`config.mk`:
```
export PLATFORM = sky130hd
export DESIGN_NAME = log_header_varint_parser_flat
export DESIGN_NICKNAME = d
export VERILOG_FILES = /design/src/hdl/lhvp_pkg.sv /design/src/hdl/lhvp_req_if.sv /design/src/hdl/lhvp_rsp_if.sv /design/src/hdl/lhvp_core.sv /design/src/hdl/lhvp_rsp_buf.sv /design/src/hdl/log_header_varint_parser.sv /design/src/flat_wrapper.sv
export SDC_FILE = /design/constraint.sdc
export NUM_CORES = 1
export LEC_CHECK = 0
export ABC_AREA = 0
export ABC_CLOCK_PERIOD_IN_PS = 63000
export BUFFER_PORTS_ARGS = -buffer_cell sky130_fd_sc_hd__buf_2
export CAP_MARGIN = 5
export CORE_ASPECT_RATIO = 2
export CORE_MARGIN = 2
export CORE_UTILIZATION = 51
export CTS_BUF_LIST = sky130_fd_sc_hd__clkbuf_16
export DETAILED_ROUTE_END_ITERATION = 10
export PLACE_DENSITY = 0.7
export SLEW_MARGIN = 20
export SYNTH_ARGS = -nofsm -noshare
export SYNTH_HDL_FRONTEND = slang
export SYNTH_SLANG_ARGS = --single-unit
```
`constraint.sdc`:
```
create_clock -name clock -period 63 [get_ports clock]
set_clock_uncertainty 0.1 [all_clocks]
set_input_delay 18.9 -clock clock [delete_from_list [all_inputs] [get_ports clock]]
set_output_delay 18.9 -clock clock [all_outputs]
set_load 0.01 [all_outputs]
```
`src/hdl/lhvp_pkg.sv`:
```
package lhvp_pkg;

   typedef enum logic [2:0] {
      ST_OK            = 3'd0,
      ST_TRUNCATED     = 3'd1,
      ST_OVERFLOW      = 3'd2,
      ST_NON_CANONICAL = 3'd3,
      ST_BAD_VERSION   = 3'd4,
      ST_BAD_DATA_SIZE = 3'd5,
      ST_BAD_ID_SIZE   = 3'd6
   } status_type;

   typedef enum logic [3:0] {
      PH_VERSION = 4'b0001,
      PH_DATA    = 4'b0010,
      PH_ID      = 4'b0100,
      PH_COUNT   = 4'b1000
   } phase_type;

   localparam logic [63:0] VERSION_SUPPORTED = 64'd1;
   localparam logic [3:0]  VERSION_LAST_IDX  = 4'd7;
   localparam logic [3:0]  VARINT_LAST_IDX   = 4'd9;

   typedef struct packed {
      status_type  status;
      logic [63:0] version_word;
      logic [63:0] payload_size;
      logic [63:0] id_size;
      logic [63:0] entry_count;
      logic [5:0]  consumed;
   } result_type;

endpackage

```
`src/hdl/lhvp_req_if.sv`:
```
interface lhvp_req_if;
   logic       valid;
   logic       ready;
   logic [7:0] byte_value;
   logic       last_byte;

   modport source (output valid, output byte_value, output last_byte, input ready);
   modport sink   (input valid, input byte_value, input last_byte, output ready);
endinterface

```
`src/hdl/lhvp_rsp_if.sv`:
```
interface lhvp_rsp_if;
   logic        valid;
   logic        ready;
   logic [2:0]  status;
   logic [63:0] version_word;
   logic [63:0] payload_size;
   logic [63:0] id_size;
   logic [63:0] entry_count;
   logic [5:0]  consumed;

   modport source (output valid, output status, output version_word, output payload_size,
                   output id_size, output entry_count, output consumed, input ready);
   modport sink   (input valid, input status, input version_word, input payload_size,
                   input id_size, input entry_count, input consumed, output ready);
endinterface

```
`src/hdl/lhvp_core.sv`:
```
module lhvp_core
   import lhvp_pkg::*;
(
   input  logic       clock,
   input  logic       reset,
   input  logic       in_accept,
   input  logic [7:0] byte_value,
   input  logic       last_byte,
   output logic       res_valid,
   output result_type res
);

   phase_type   phase_ff, phase_in;
   logic [5:0]  pos_ff, pos_in;
   logic [63:0] ver_ff, ver_in;
   logic [63:0] acc_ff, acc_in;
   logic [3:0]  idx_ff, idx_in;
   logic [63:0] dsize_ff, dsize_in;
   logic [63:0] isize_ff, isize_in;
   logic        swallow_ff, swallow_in;

   logic [63:0] acc_new;
   logic [5:0]  shamt;
   logic        done;

   function automatic logic size_ok(input logic [63:0] s);
      size_ok = (s == 64'd1) || (s == 64'd2) || (s == 64'd4) ||
                (s == 64'd8) || (s == 64'd16);
   endfunction

   // 7 * idx, idx never exceeds 9 in varint phases so the result fits 6 bits
   assign shamt   = {idx_ff[2:0], 3'b000} - {2'b00, idx_ff};
   assign acc_new = acc_ff | ({57'd0, byte_value[6:0]} << shamt);

   always_comb begin
      phase_in   = phase_ff;
      pos_in     = pos_ff;
      ver_in     = ver_ff;
      acc_in     = acc_ff;
      idx_in     = idx_ff;
      dsize_in   = dsize_ff;
      isize_in   = isize_ff;
      swallow_in = swallow_ff;
      done       = 1'b0;
      res        = '0;
      res.status = ST_OK;

      if (in_accept) begin
         if (swallow_ff) begin
            if (last_byte) begin
               swallow_in = 1'b0;
               phase_in   = PH_VERSION;
               pos_in     = '0;
               ver_in     = '0;
               acc_in     = '0;
               idx_in     = '0;
               dsize_in   = '0;
               isize_in   = '0;
            end
         end else begin
            pos_in = pos_ff + 6'd1;
            case (phase_ff)
               PH_VERSION: begin
                  ver_in = ver_ff | ({56'd0, byte_value} << {idx_ff[2:0], 3'b000});
                  if (idx_ff == VERSION_LAST_IDX) begin
                     idx_in = '0;
                     if (ver_in != VERSION_SUPPORTED) begin
                        done             = 1'b1;
                        res.status       = ST_BAD_VERSION;
                        res.version_word = ver_in;
                     end else begin
                        phase_in = PH_DATA;
                     end
                  end else begin
                     idx_in = idx_ff + 4'd1;
                  end
               end
               default: begin
                  if (idx_ff >= VARINT_LAST_IDX && byte_value >= 8'd2) begin
                     done             = 1'b1;
                     res.status       = ST_OVERFLOW;
                     res.version_word = ver_ff;
                  end else if (idx_ff != 4'd0 && byte_value == 8'd0) begin
                     done             = 1'b1;
                     res.status       = ST_NON_CANONICAL;
                     res.version_word = ver_ff;
                  end else if (byte_value[7] && idx_ff < VARINT_LAST_IDX) begin
                     acc_in = acc_new;
                     idx_in = idx_ff + 4'd1;
                  end else begin
                     acc_in = '0;
                     idx_in = '0;
                     case (phase_ff)
                        PH_DATA: begin
                           dsize_in = acc_new;
                           phase_in = PH_ID;
                        end
                        PH_ID: begin
                           isize_in = acc_new;
                           phase_in = PH_COUNT;
                        end
                        default: begin
                           done             = 1'b1;
                           res.version_word = ver_ff;
                           res.payload_size = dsize_ff;
                           res.id_size      = isize_ff;
                           res.entry_count  = acc_new;
                           if (!size_ok(dsize_ff)) begin
                              res.status = ST_BAD_DATA_SIZE;
                           end else if (!size_ok(isize_ff)) begin
                              res.status = ST_BAD_ID_SIZE;
                           end else begin
                              res.status   = ST_OK;
                              res.consumed = pos_in;
                           end
                        end
                     endcase
                  end
               end
            endcase

            if (!done && last_byte) begin
               done             = 1'b1;
               res              = '0;
               res.status       = ST_TRUNCATED;
               res.version_word = (phase_in == PH_VERSION) ? 64'd0 : ver_in;
            end

            if (done) begin
               swallow_in = !last_byte;
               phase_in   = PH_VERSION;
               pos_in     = '0;
               ver_in     = '0;
               acc_in     = '0;
               idx_in     = '0;
               dsize_in   = '0;
               isize_in   = '0;
            end
         end
      end
   end

   assign res_valid = done;

   always_ff @(posedge clock) begin
      if (reset) begin
         phase_ff   <= PH_VERSION;
         pos_ff     <= '0;
         ver_ff     <= '0;
         acc_ff     <= '0;
         idx_ff     <= '0;
         dsize_ff   <= '0;
         isize_ff   <= '0;
         swallow_ff <= 1'b0;
      end else begin
         phase_ff   <= phase_in;
         pos_ff     <= pos_in;
         ver_ff     <= ver_in;
         acc_ff     <= acc_in;
         idx_ff     <= idx_in;
         dsize_ff   <= dsize_in;
         isize_ff   <= isize_in;
         swallow_ff <= swallow_in;
      end
   end

endmodule

```
`src/hdl/lhvp_rsp_buf.sv`:
```
module lhvp_rsp_buf
   import lhvp_pkg::*;
(
   input  logic       clock,
   input  logic       reset,
   input  logic       push,
   input  result_type push_data,
   output logic       full,
   output logic       out_valid,
   input  logic       out_ready,
   output result_type out_data
);

   logic       main_valid_ff, main_valid_in;
   result_type main_data_ff, main_data_in;
   logic       skid_valid_ff, skid_valid_in;
   result_type skid_data_ff, skid_data_in;

   // push never arrives while the skid slot is occupied
   always_comb begin
      main_valid_in = main_valid_ff;
      main_data_in  = main_data_ff;
      skid_valid_in = skid_valid_ff;
      skid_data_in  = skid_data_ff;
      if (!main_valid_ff || out_ready) begin
         if (skid_valid_ff) begin
            main_valid_in = 1'b1;
            main_data_in  = skid_data_ff;
            skid_valid_in = 1'b0;
         end else begin
            main_valid_in = push;
            main_data_in  = push_data;
         end
      end else if (push) begin
         skid_valid_in = 1'b1;
         skid_data_in  = push_data;
      end
   end

   always_ff @(posedge clock) begin
      if (reset) begin
         main_valid_ff <= 1'b0;
         skid_valid_ff <= 1'b0;
      end else begin
         main_valid_ff <= main_valid_in;
         skid_valid_ff <= skid_valid_in;
      end
      main_data_ff <= main_data_in;
      skid_data_ff <= skid_data_in;
   end

   assign full      = skid_valid_ff;
   assign out_valid = main_valid_ff;
   assign out_data  = main_data_ff;

endmodule

```
`src/hdl/log_header_varint_parser.sv`:
```
// Log header parser: decodes an 8-byte little-endian version word (must be 1)
// followed by three unsigned LEB128 varints (data size, id size, entry count).
//
// req_chan: one header byte per transaction, last_byte marks the buffer end.
// rsp_chan: one result transaction per buffer: status, version word, the three
//   decoded fields and the header byte count (only when status is ok).
//
// Throughput: one byte per cycle while req_chan.ready is high. Each byte only
//   ORs into an accumulator, so the whole parse step sits between the state
//   registers and the result register.
// Result path: the result of the deciding byte is registered in the output
//   buffer before it shows on rsp_chan.
// After a result, the rest of the buffer is swallowed up to last_byte.
// Stall: results go into a two-slot output buffer; req_chan.ready drops only
//   while both slots hold results, so bytes keep flowing while one waits.
// Reset (synchronous): parser returns to the version phase, buffer empties.
module log_header_varint_parser
   import lhvp_pkg::*;
(
   input  logic       clock,
   input  logic       reset,
   lhvp_req_if.sink   req_chan,
   lhvp_rsp_if.source rsp_chan
);

   logic       req_accept;
   logic       res_valid;
   result_type res;
   logic       buf_full;
   result_type rsp_data;

   // ready comes from registers only
   assign req_chan.ready = !buf_full;
   assign req_accept     = req_chan.valid && !buf_full;

   lhvp_core u_core (
      .clock      (clock),
      .reset      (reset),
      .in_accept  (req_accept),
      .byte_value (req_chan.byte_value),
      .last_byte  (req_chan.last_byte),
      .res_valid  (res_valid),
      .res        (res)
   );

   lhvp_rsp_buf u_rsp_buf (
      .clock     (clock),
      .reset     (reset),
      .push      (res_valid),
      .push_data (res),
      .full      (buf_full),
      .out_valid (rsp_chan.valid),
      .out_ready (rsp_chan.ready),
      .out_data  (rsp_data)
   );

   assign rsp_chan.status       = rsp_data.status;
   assign rsp_chan.version_word = rsp_data.version_word;
   assign rsp_chan.payload_size = rsp_data.payload_size;
   assign rsp_chan.id_size      = rsp_data.id_size;
   assign rsp_chan.entry_count  = rsp_data.entry_count;
   assign rsp_chan.consumed     = rsp_data.consumed;

endmodule

```
`src/flat_wrapper.sv`:
```
// flat-port wrapper written by rule: the top's interface ports become plain ports
module log_header_varint_parser_flat import lhvp_pkg::*;
  (clock, reset, req_chan_valid, req_chan_byte_value, req_chan_last_byte, req_chan_ready, rsp_chan_valid, rsp_chan_status, rsp_chan_version_word, rsp_chan_payload_size, rsp_chan_id_size, rsp_chan_entry_count, rsp_chan_consumed, rsp_chan_ready);
  lhvp_req_if req_chan_i ();
  lhvp_rsp_if rsp_chan_i ();
  input  logic clock;
  input  logic reset;
  input wire logic [$bits(req_chan_i.valid)-1:0] req_chan_valid;
  input wire logic [$bits(req_chan_i.byte_value)-1:0] req_chan_byte_value;
  input wire logic [$bits(req_chan_i.last_byte)-1:0] req_chan_last_byte;
  output wire logic [$bits(req_chan_i.ready)-1:0] req_chan_ready;
  output wire logic [$bits(rsp_chan_i.valid)-1:0] rsp_chan_valid;
  output wire logic [$bits(rsp_chan_i.status)-1:0] rsp_chan_status;
  output wire logic [$bits(rsp_chan_i.version_word)-1:0] rsp_chan_version_word;
  output wire logic [$bits(rsp_chan_i.payload_size)-1:0] rsp_chan_payload_size;
  output wire logic [$bits(rsp_chan_i.id_size)-1:0] rsp_chan_id_size;
  output wire logic [$bits(rsp_chan_i.entry_count)-1:0] rsp_chan_entry_count;
  output wire logic [$bits(rsp_chan_i.consumed)-1:0] rsp_chan_consumed;
  input wire logic [$bits(rsp_chan_i.ready)-1:0] rsp_chan_ready;
  assign req_chan_i.valid = req_chan_valid;
  assign req_chan_i.byte_value = req_chan_byte_value;
  assign req_chan_i.last_byte = req_chan_last_byte;
  assign req_chan_ready = req_chan_i.ready;
  assign rsp_chan_valid = rsp_chan_i.valid;
  assign rsp_chan_status = rsp_chan_i.status;
  assign rsp_chan_version_word = rsp_chan_i.version_word;
  assign rsp_chan_payload_size = rsp_chan_i.payload_size;
  assign rsp_chan_id_size = rsp_chan_i.id_size;
  assign rsp_chan_entry_count = rsp_chan_i.entry_count;
  assign rsp_chan_consumed = rsp_chan_i.consumed;
  assign rsp_chan_i.ready = rsp_chan_ready;
  log_header_varint_parser u_core (.clock(clock), .reset(reset), .req_chan(req_chan_i), .rsp_chan(rsp_chan_i));
endmodule
```
==> impl_metrics.ini <==
[run_status]
status = finished clean

[final_layout]
multi_input_area_um2 = 10700
postLayoutCoreUtil = 0.581
layout_common_cells = edfxtp_1 (530), buf_2 (278), dfxtp_1 (272)
nets = 2845
regArea_um2 = 21400
drive_gt1_frac = 0.156
fillers = 5191
areaGrowthSynthToFinish_pct = 12.8
final_common_cell = edfxtp_1

[logic_synthesis]
syn-num-nets = 2651
ys_ff_latch = 803
async_reset_ff_frac = 0
syn_avg_cell_area_um2 = 12.5
yosysTopAreaCellShare = 0.485
synth_top_area_cell = edfxtp_1
syn_area_um2 = 32800
synth_cells = 2633
synth.area.top_cells = edfxtp_1 (48%), dfxtp_1 (17%), a21o_1 (5.4%)
ys_types = 64
synth-main-ff-cell = edfxtp_1
yosysWarnings = 0
yosysSeqAreaShare = 0.651
synth-edff-count = 530

[clock_network]
clk_latency_ns = 0.63
cts_made_buffers = 69
cts_resized = 0
root_buffer = clkbuf_16
cts_sinks = 803
cts_tree = yes
clockBufferDepth = 3
ctsHtreeMaxLevel = 3
path_clk_slew_ns = 0.07
cts_setup_buffers = 0
ctsHoldBuffers = 0

[sta]
period_needed_ns = 22.83
worst_pin_slew_ns = 1.29
finalSetupTns_ns = 0
fmax_ghz = 0.0438
worst_slack_ns = 40.17
drv_slew = 0
setup-violations-final = 0
rsz0062_at_grt = no
finalHoldViolCount = 0
fin_crit_sh = 0.362
max_slew_margin = 0.137

[critical_path]
reg2reg_depth = 12
crit_arrival_ns = 23.28
endpoint_kind = flip-flop
start_kind = input pin
required_ns = 63.44
critPathMaxFanout = 130
r2r_slack_ns = 57.48
worstSetupPathType = in2reg

[placement]
gp_congestion = 0.934
dp_hpwl_um = 59200
io_buffers = 279
post-place-ws_ns = 39.27

[global_route]
grt_pass1_wl_um = 129000
grt_overflow = 0
grt_max_degree = 183
grt_pass1_vias = 21460
grtUsageTotal = 0.255
antenna_found_initial = 5

[floorplan]
ios = 280
die_h_um = 363
die_area_um2 = 66500
fp.dieW_um = 183
rows = 131
floorplan.initialDensity = 0.515
coreArea_um2 = 63800

[detailed_routing]
wirelength_um = 85600
drtIter0Drc = 1828
drtPass1Iterations = 5
drcViolationCount = 0
wl_per_cell_um = 23.2
antenna_left = 0
vias = 21619
via_per_inst = 5.87

[worst_hold_path]
hp-class = reg2reg
min_delay_path_depth = 2

[power_and_ir_drop]
power.density_nw_per_um2 = 28.4
p_leak_uw = 0.0167
irDropWorstVdd_uv = 23.5

[flow_run]
cap_violations = 0
[stage by stage]
step,cell area (um^2),hold WS (ns),cells,total power [uW]
after floorplan,32800,0.338,2633,615
after global placement,34700,0.356,3553,631
after detailed placement,34700,0.363,3553,632
after CTS,37000,0.373,3678,1060
after global routing,37000,0.404,3679,1080
final,37000,0.374,3684,1050
[final timing paths]
kind | from | end
min | u_core.u_core.ver_ff[35] | u_core.u_core.ver_ff[35]
max reg2reg | u_core.u_core.idx_ff[1] | u_core.u_core.isize_ff[57]
min reg2reg | u_core.u_core.ver_ff[35] | u_core.u_core.ver_ff[35]
max | req_chan_byte_value[1] | u_core.u_core.isize_ff[57]
[synth_stat cells, types with 13 or more instances]
| master | count |
|---|---|
| nor3_1 | 27 |
| o21a_1 | 30 |
| or3_1 | 72 |
| a31oi_1 | 32 |
| mux2i_1 | 136 |
| clkbuf_1 | 139 |
| o21ai_0 | 47 |
| o31ai_1 | 70 |
| dfxtp_1 | 273 |
| nor4_1 | 50 |
| nor2_1 | 191 |
| buf_2 | 19 |
| a21o_1 | 238 |
| nand3b_1 | 64 |
| buf_4 | 14 |
| a21oi_1 | 121 |
| nand2b_1 | 144 |
| nor2b_1 | 13 |
| and2_1 | 165 |
| nand3_1 | 18 |
| edfxtp_1 | 530 |
| nand2_1 | 78 |
| a221oi_1 | 16 |
[sequential cells by signal, summed over array words and instances, names as in the netlist]
name                           count
u_core.u_core.acc_ff              64
u_core.u_core.dsize_ff            64
u_core.u_core.idx_ff               4
u_core.u_core.isize_ff            64
u_core.u_core.phase_ff             4
u_core.u_core.pos_ff               6
u_core.u_core.swallow_ff           1
u_core.u_core.ver_ff              64
u_core.u_rsp_buf.full              1
u_core.u_rsp_buf.out_data        265
u_core.u_rsp_buf.out_valid         1
u_core.u_rsp_buf.skid_data_ff    265
[report_power, final]
| group | switching [uW] | internal [uW] | total [uW] |
|---|---|---|---|
| Sequential | 3.11 | 564 | 567 |
| Clock | 194 | 236 | 431 |
| Combinational | 37.6 | 15.9 | 53.6 |
[final cells by class]
class,instances,share of cell area
repair buffers,314,0.0459
inverters,10,0.00101
multi-input cells,1629,0.288
clock buffers,70,0.0473
well taps,798,0.0270
diodes,5,0.000338
flip-flops and latches,803,0.578
clock inverters,55,0.0130
[per-layer routing]
metal	wire length, um	GRT usage
met5	0	0
met4	6220	0.174
met3	4340	0.0412
met2	42800	0.437
met1	32200	0.291
[logic make-up (layout without fill, tap and decap cells)]
group,Yosys count,count (layout),synth area share
buffers and inverters,201,449,0.0271
multiplexers,140,140,0.0432
flip-flops,803,803,0.651
AND/OR/NAND/NOR,882,882,0.151
other,0,5,0
adder cells (fa/ha/maj),5,5,0.00191
AO/OA/AOI/OAI,591,591,0.123
XOR/XNOR,11,11,0.00293
[worst max-delay path, stage by stage]
cell and delay, ns:
buf_2 0.18, and2_1 0.28, o221a_2 0.28, nor4_1 0.37
nand4b_1 0.30, o21a_1 0.36, o31ai_4 0.22, buf_6 0.70
o21bai_4 0.26, buf_4 0.45, buf_4 0.61, mux2i_1 0.27
Note: power is estimated with default switching activity, not from simulation.
